==> src/sv/pca_ram.sv <==
// ----------------------------------------------------------------------------
// pca_ram
// Generic single-port RAM, one read or write per cycle, registered read.
// ----------------------------------------------------------------------------
module pca_ram #(
  parameter int unsigned WIDTH = 8,
  parameter int unsigned DEPTH = 16
) (
  input  logic                     clk_i,
  input  logic                     we_i,
  input  logic [$clog2(DEPTH)-1:0] addr_i,
  input  logic [WIDTH-1:0]         wdata_i,
  output logic [WIDTH-1:0]         rdata_o
);

  logic [WIDTH-1:0] mem_q [DEPTH];
  logic [WIDTH-1:0] rdata_q;

  // write or registered read
  always_ff @(posedge clk_i) begin
    if (we_i) begin
      mem_q[addr_i] <= wdata_i;
    end
    rdata_q <= mem_q[addr_i];
  end

  assign rdata_o = rdata_q;

endmodule

==> config.mk <==
export PLATFORM = sky130hd
export DESIGN_NAME = pca_ram
export DESIGN_NICKNAME = d
export VERILOG_FILES = /design/src/sv/pca_ram.sv
export SDC_FILE = /design/constraint.sdc
export NUM_CORES = 1
export LEC_CHECK = 0
export ABC_CLOCK_PERIOD_IN_PS = 1600
export BUFFER_PORTS_ARGS = -buffer_cell sky130_fd_sc_hd__buf_2
export CORE_UTILIZATION = 44
export DETAILED_ROUTE_END_ITERATION = 12
export GPL_ROUTABILITY_DRIVEN = 0
export GPL_TIMING_DRIVEN = 0
export PLACE_DENSITY_LB_ADDON = 0.05
export SYNTH_ARGS = -nofsm -noshare
export SYNTH_HDL_FRONTEND = slang
export SYNTH_SLANG_ARGS = --single-unit
==> constraint.sdc <==
create_clock -name clk_i -period 1.6 [get_ports clk_i]
set_input_delay 0.16 -clock clk_i [delete_from_list [all_inputs] [get_ports clk_i]]
set_output_delay 0.16 -clock clk_i [all_outputs]
set_load 0.01 [all_outputs]
# --- Word-level counts from Yosys, hierarchy flattened ---
# Memory sizes are Yosys's and may differ from the RTL's. A register that Yosys moved wholly into a read port is not among the register bits.
# Cells that the tools add are included.
# W data, S select, Z words.
totals:
  regBits: 0
  ramBits: 128
  output_inout_bits: 8
  wordCells: 3
  n_memories: 1
op_classes:
  n_mux: 2
memory_table:
  columns: ["memory", "words", "word_bits", "read_ports", "rd_ports_with_merged_regs", "write_ports", "line", "source"]
  rows:
  - ["mem_q", 16, 8, 1, 1, 1, "16", "logic [WIDTH-1:0] mem_q [DEPTH];"]
op_table:
  columns: ["op", "count"]
  rows:
  - ["$mux W1", 2]

# --- Logic depth before layout (Yosys ltp) ---
# Gate-level depths: netlist of run 1.
depth:
  ltp_word: 2
  mapped_depth: 5
  ltp_nobuf: 3

# --- Least setup slack after synthesis of run 1 ---
# OpenSTA, ideal clock, no wires.
synth_path:
  path_kind: "in2reg"
  from: "input port addr_i[2]"
  to: "memory mem_q[0][0], enable pin"
  setup_ns: 0.383
  arrival_ns: 1.270
  required_time_ns: 1.217
  setup_slack_ns: -0.053
  path_stages: 2
  path_buffers: 0
  path_cell_list: "or3b_2 > nor3_1"
synth_rtl:
  columns: ["element", "line", "source"]
  rows:
  - ["start, declared", "11", "input logic [$clog2(DEPTH)-1:0] addr_i,"]
  - ["end, declared", "16", null]
# Straight into the memory's write port.

# --- Final worst setup path of run 1 ---
layout_path:
  from: "input port addr_i[0]"
  to: "memory mem_q[15][4], enable pin"
# Straight into the memory's write port.

==> results.sh, run 1 <==
export IMPL_final_instance_count_excl_fill=419
export IMPL_r2r_start="mem_q[15][3]"
export IMPL_fin_util_pct=53.2
export IMPL_antenna_found_initial=0
export IMPL_min_path_cells=1
export IMPL_drv_slew=0
export IMPL_cp_data_required_time_ns=1.65
export IMPL_irDropWorstVdd_v=0.000716
export IMPL_tightest_slew_ns=0.800
export IMPL_cap_violations=0
export IMPL_cp_start_kind="input port"
export IMPL_first_pass_iters=4
export IMPL_first_iter_violations=153
export IMPL_track_usage_pct=18.9
export IMPL_slew_headroom_pct=46.4
export IMPL_core_area_um2=11000
export IMPL_ys_seq_area_share_pct=79.0
export IMPL_clkTransAtPathRegs_ns=0.05
export IMPL_num_rows=38
export IMPL_power_density_nw_per_um2=1300
export IMPL_finalWorstSetupSlack_ns=0.107
export IMPL_grt_use_met1_pct=27.1
export IMPL_overflow=0
export IMPL_grt_first_pass_wirelength_um=14600
export IMPL_cp_max_fo=10
export IMPL_cts_tree="yes"
export IMPL_grt_use_met2_pct=27.4
export IMPL_via_per_inst=5.58
export IMPL_syn_cell_area_um2=5070
export IMPL_crit_path_cell_trace="buf_1, nand2_1, nor2_2"
export IMPL_ys_warn_count=0
export IMPL_clk_latency_ns=0.41
export IMPL_synth_seq_cells=136
export IMPL_cp_slowest_cell="buf_1"
export IMPL_antennaDiodeCount=0
export IMPL_layout_drive_gt1_share_pct=33.3
export IMPL_reg2reg_depth=3
export IMPL_root_buffer="clkbuf_16"
export IMPL_clock_sinks=136
export IMPL_synth_cells=230
export IMPL_hold_end="mem_q[6][4]"
export IMPL_hold_start="wdata_i[4]"
export IMPL_numCtsBuffers=17
export IMPL_portBuffers=19
export IMPL_dp_slack_ns=-0.730
export IMPL_postCtsSetupBuffers=0
export IMPL_hp_class="in2reg"
export IMPL_dp_cells=390
export IMPL_clockBufferDepth=2
export IMPL_top_level_ports=22
export IMPL_synth_distinct_cells=18
export IMPL_dieArea_um2=11900
export IMPL_r2r_end="rdata_o[3]"
export IMPL_rrSetupSlack_ns=0.20
export IMPL_die_h_um=109
export IMPL_avgRoutedWirePerCell_um=23.5
export IMPL_final_antenna_net_count=0
export IMPL_fp_dieW_um=109
export IMPL_wirelength_um=9860
export IMPL_crit_type="in2reg"
export IMPL_syn_avg_cell_area_um2=22.0
export IMPL_rsz0062_at_grt="no"
export IMPL_syn_num_nets=244
export IMPL_setup_violations=0
export IMPL_grt_pass1_vias=2352
export IMPL_hold_viol_final=0
export IMPL_busiest_layer="met2"
export IMPL_drc=0
export IMPL_critPathMaxStageDelay_ns=0.52
export IMPL_post_route_period_util_pct=93.3
export IMPL_area_delta_synth_final_pct=15.8
export IMPL_vias=2338
export IMPL_max_freq_ghz=0.670
export IMPL_final_nets=282
export IMPL_final_min_clock_period_ns=1.49
export IMPL_grt_max_degree=20
export IMPL_leakage_nw=1.88
export IMPL_dp_hpwl_um=6210
export IMPL_status="finished, final reports clean"
export IMPL_crit_path_end_kind="flop"
export IMPL_worstPathArrival_ns=1.54
export IMPL_htree_levels=4
export IMPL_met3_usage_pct=4.27
export IMPL_fin_skew_ns=0.00557
export IMPL_initial_core_util_pct=45.9
where the power goes:
| part | leakage, nW | switching [mW] | internal [mW] |
|---|---|---|---|
| sequential | 1.22 | 0.0176 | 3.99 |
| clock | 0.235 | 1.29 | 1.92 |
| combinational | 0.423 | 0.242 | 0.152 |
stage by stage:
| step | power, mW | hold slack (ns) | TNS [ns] | instance area [um^2] |
|---|---|---|---|---|
| floorplan | 4.29 | 0.259 | 0 | 5070 |
| global placement | 4.46 | 0.555 | -75.85 | 5340 |
| detailed placement | 4.47 | 0.552 | -73.54 | 5350 |
| CTS | 7.66 | 0.143 | -0.770 | 5850 |
| global route | 7.84 | 0.151 | 0 | 5870 |
| finish | 7.61 | 0.160 | 0 | 5870 |
worst max-delay path, delay by kind of cell:
family / cells / cell delay (ns)
buffers and inverters: 1 / 0.52
and+or+nand+nor: 2 / 0.85
layer usage:
layer,part of all wire [%],wire length (um)
met5,0,0
met4,1.8,178
met3,3.7,364
met2,48,4690
met1,47,4630
placed cells by master, fill, tap and decap left out, drive strengths merged:
master	Yosys	final
clkinv	0	8
and2	1	1
dfxtp	8	8
nor2	13	13
nor3	4	4
mux4	32	32
buf	8	27
edfxtp	128	128
nand2	9	9
nand2b	2	2
a22oi	16	16
clkbuf	3	25
nor2b	2	2
nand3b	2	2
or3b	1	1
nand3	1	1
sequential cells by signal, indices dropped and copies added (netlist names):
name and cells:
mem_q 128, rdata_o 8
cell type report:
cell class / instances / area, um^2
Buffer: 10 / 56.3
Clock buffer: 22 / 444
Clock inverter: 8 / 33.8
Fill cell: 871 / 5160
Multi-Input combinational cell: 83 / 1050
Sequential cell: 136 / 4000
Tap cell: 140 / 175
Timing Repair Buffer: 20 / 103
worst max path at each step:
stage / startpoint / cells past startpoint / endpoint
floorplan: addr_i[1] / 3 / mem_q[12][0]
global placement: addr_i[1] / 3 / mem_q[8][5]
detailed placement: addr_i[1] / 4 / mem_q[3][7]
CTS: addr_i[0] / 3 / mem_q[9][1]
global route: addr_i[0] / 3 / mem_q[11][6]
finish: addr_i[0] / 3 / mem_q[15][4]
cells in the mapped netlist:
cell type	n	area share, %
buf_6	2	0.44
nand2b_1	2	0.25
nand3_1	1	0.099
mux4_2	32	14
nor2b_1	2	0.25
clkbuf_1	2	0.15
nand3b_1	2	0.30
and2_1	1	0.12
dfxtp_1	8	3.2
buf_1	4	0.30
edfxtp_1	128	76
nor2_1	13	0.96
nor3_1	4	0.40
buf_2	2	0.20
or3b_2	1	0.17
nand2_1	9	0.67
clkbuf_2	1	0.099
a22oi_1	16	2.4
cells by family after synthesis:
kind of cell / after synthesis / share of synthesized area, %
AND/OR/NAND/NOR: 35 / 3.21
multiplexers: 32 / 14.2
flip-flops: 136 / 79.0
buffers and inverters: 11 / 1.19
AO/OA/AOI/OAI: 16 / 2.37
repair_timing:
item | 4_1_cts | 5_1_grt
setup endpoints to repair | 112 | 40
gates resized for setup | 10 | 5
hold buffers | 0 | 0
Power figures use the tool's default switching activity.
==> inputs of run 2 (changes only) <==
--- a/config.mk
+++ b/config.mk
@@ -7,7 +7,7 @@
 export LEC_CHECK = 0
 export ABC_CLOCK_PERIOD_IN_PS = 1600
 export BUFFER_PORTS_ARGS = -buffer_cell sky130_fd_sc_hd__buf_2
-export CORE_UTILIZATION = 44
+export CORE_UTILIZATION = 54
 export DETAILED_ROUTE_END_ITERATION = 12
 export GPL_ROUTABILITY_DRIVEN = 0
 export GPL_TIMING_DRIVEN = 0
==> run 2 against run 1 <==
Global-route usage increased by 3.2 points. Utilization increased by 14 points. Clock power increased by 27%. Clock skew increased by 0.0024 ns. Critical path type unchanged. Fmax increased by 0.38%. Largest cell class unchanged.
==> results.sh, run 2 (same netlist as run 1, synthesis figures left out) <==
export IMPL_grt_first_pass_wirelength_um=14600
export IMPL_antennaDiodeCount=0
export IMPL_dieArea_um2=9780
export IMPL_max_freq_ghz=0.672
export IMPL_worstPathArrival_ns=1.61
export IMPL_regMostFlops="mem_q"
export IMPL_hp_class="in2reg"
export IMPL_area_delta_synth_final_pct=17.6
export IMPL_crit_path_end_kind="flop"
export IMPL_core_area_um2=8890
export IMPL_clock_sinks=136
export IMPL_cp_start_kind="input port"
export IMPL_avgRoutedWirePerCell_um=24.7
export IMPL_power_density_nw_per_um2=1420
export IMPL_clkTransAtPathRegs_ns=0.06
export IMPL_largest_register_ffs=128
export IMPL_slew_headroom_pct=21.8
export IMPL_overflow=0
export IMPL_crit_type="in2reg"
export IMPL_fin_skew_ns=0.00800
export IMPL_final_nets=282
export IMPL_finalWorstSetupSlack_ns=0.113
export IMPL_root_buffer="clkbuf_8"
export IMPL_post_route_period_util_pct=92.9
export IMPL_tightest_slew_ns=1.16
export IMPL_via_per_inst=6.09
export IMPL_final_min_clock_period_ns=1.49
export IMPL_cp_max_fo=10
export IMPL_postCtsSetupBuffers=0
export IMPL_leakage_nw=1.94
export IMPL_grt_max_degree=17
export IMPL_antenna_found_initial=0
export IMPL_layout_drive_gt1_share_pct=34.9
export IMPL_final_common_cell="edfxtp_1"
export IMPL_dp_slack_ns=-0.670
export IMPL_numCtsBuffers=17
export IMPL_clk_latency_ns=0.51
export IMPL_die_h_um=98.9
export IMPL_track_usage_pct=22.1
export IMPL_clockBufferDepth=2
export IMPL_fin_setup_tns_ns=0
export IMPL_grt_pass1_vias=2416
export IMPL_irDropWorstVdd_v=0.000842
export IMPL_hold_viol_final=0
export IMPL_fp_dieW_um=98.9
export IMPL_cts_tree="yes"
export IMPL_num_rows=34
export IMPL_layout_common_cells="128 x edfxtp_1, 32 x mux4_2, 21 x buf_2, 16 x a22oi_1, 16 x clkbuf_16"
export IMPL_drv_slew=0
export IMPL_first_iter_violations=231
export IMPL_drc=0
export IMPL_initial_core_util_pct=57.0
export IMPL_top_level_ports=22
export IMPL_dp_hpwl_um=5810
export IMPL_cp_data_required_time_ns=1.72
export IMPL_htree_levels=4
export IMPL_setup_violations=0
export IMPL_status="finished, final reports clean"
export IMPL_cap_violations=0
export IMPL_first_pass_iters=5
export IMPL_final_antenna_net_count=0
export IMPL_vias=2370
export IMPL_wirelength_um=9610
export IMPL_portBuffers=19
==> run 2: cell types whose count changed in the layout (fill, tap and decap cells not counted), moves of 2 or more <==
cell,delta
bufinv_16,+5
clkinv_1,-4
clkinvlp_4,+3
nor2_1,+3
clkbuf_1,-2
clkinv_2,-2
nor2_2,-2
==> run 2: power breakdown <==
| part | internal, mW | leakage [nW] | switching, mW | total, mW |
|---|---|---|---|---|
| Clock | 2.69 | 0.293 | 1.39 | 4.07 |
| Combinational | 0.152 | 0.422 | 0.235 | 0.387 |
| Sequential | 3.98 | 1.22 | 0.0192 | 4.00 |
| Total | 6.82 | 1.94 | 1.64 | 8.46 |
==> run 2: critical path, stage by stage <==
cell,delay [ns]
buf_2,0.20
clkbuf_2,0.27
nor3_1,0.98
==> run 2: area by class of cell <==
type                    count  area (um^2)
multi-input cells          83         1040
well taps                 108          135
clock buffers              20          425
fillers                   543         2930
clock inverters            12          199
plain buffers              11         61.3
repair buffers             19         95.1
flip-flops and latches    136         4000
==> run 2: timing repair <==
action / 4_1_cts / 5_1_grt
setup endpoints to repair: 80 / 96
hold endpoints to repair: 0 / 0
hold buffers: 0 / 0
gates resized for setup: 5 / 7
gates cloned: 0 / 0
==> run 2: worst paths after layout <==
path,from,end,slack (ns),cells past startpoint
worst max-delay path,addr_i[1],mem_q[12][0],0.11,3
worst min-delay path,wdata_i[2],mem_q[5][2],0.05,1
worst max register to register,mem_q[15][3],rdata_o[3],0.22,3
worst min register to register,mem_q[9][6],rdata_o[6],0.69,3
==> run 2: stage by stage <==
| stage | cells | util [%] | hold WS, ns | area [um^2] | power [mW] |
|---|---|---|---|---|---|
| 2_1_floorplan | 230 | - | 0.259 | 5070 | 4.29 |
| 3_3_place_gp | 357 | 59.6 | 0.553 | 5300 | 4.45 |
| 3_5_place_dp | 357 | 59.6 | 0.552 | 5300 | 4.46 |
| 4_1_cts | 389 | 66.8 | 0.0441 | 5940 | 8.49 |
| 5_1_grt | 389 | 67.0 | 0.0468 | 5960 | 8.71 |
| 6_report | 389 | 67.0 | 0.0524 | 5960 | 8.46 |
==> run 2: layer usage <==
metal / GRT usage, % / share of wire (%)
met4: 8.50 / 1.7
met3: 6.52 / 5.6
met2: 33.8 / 50
met1: 30.3 / 43
met5: 0 / 0
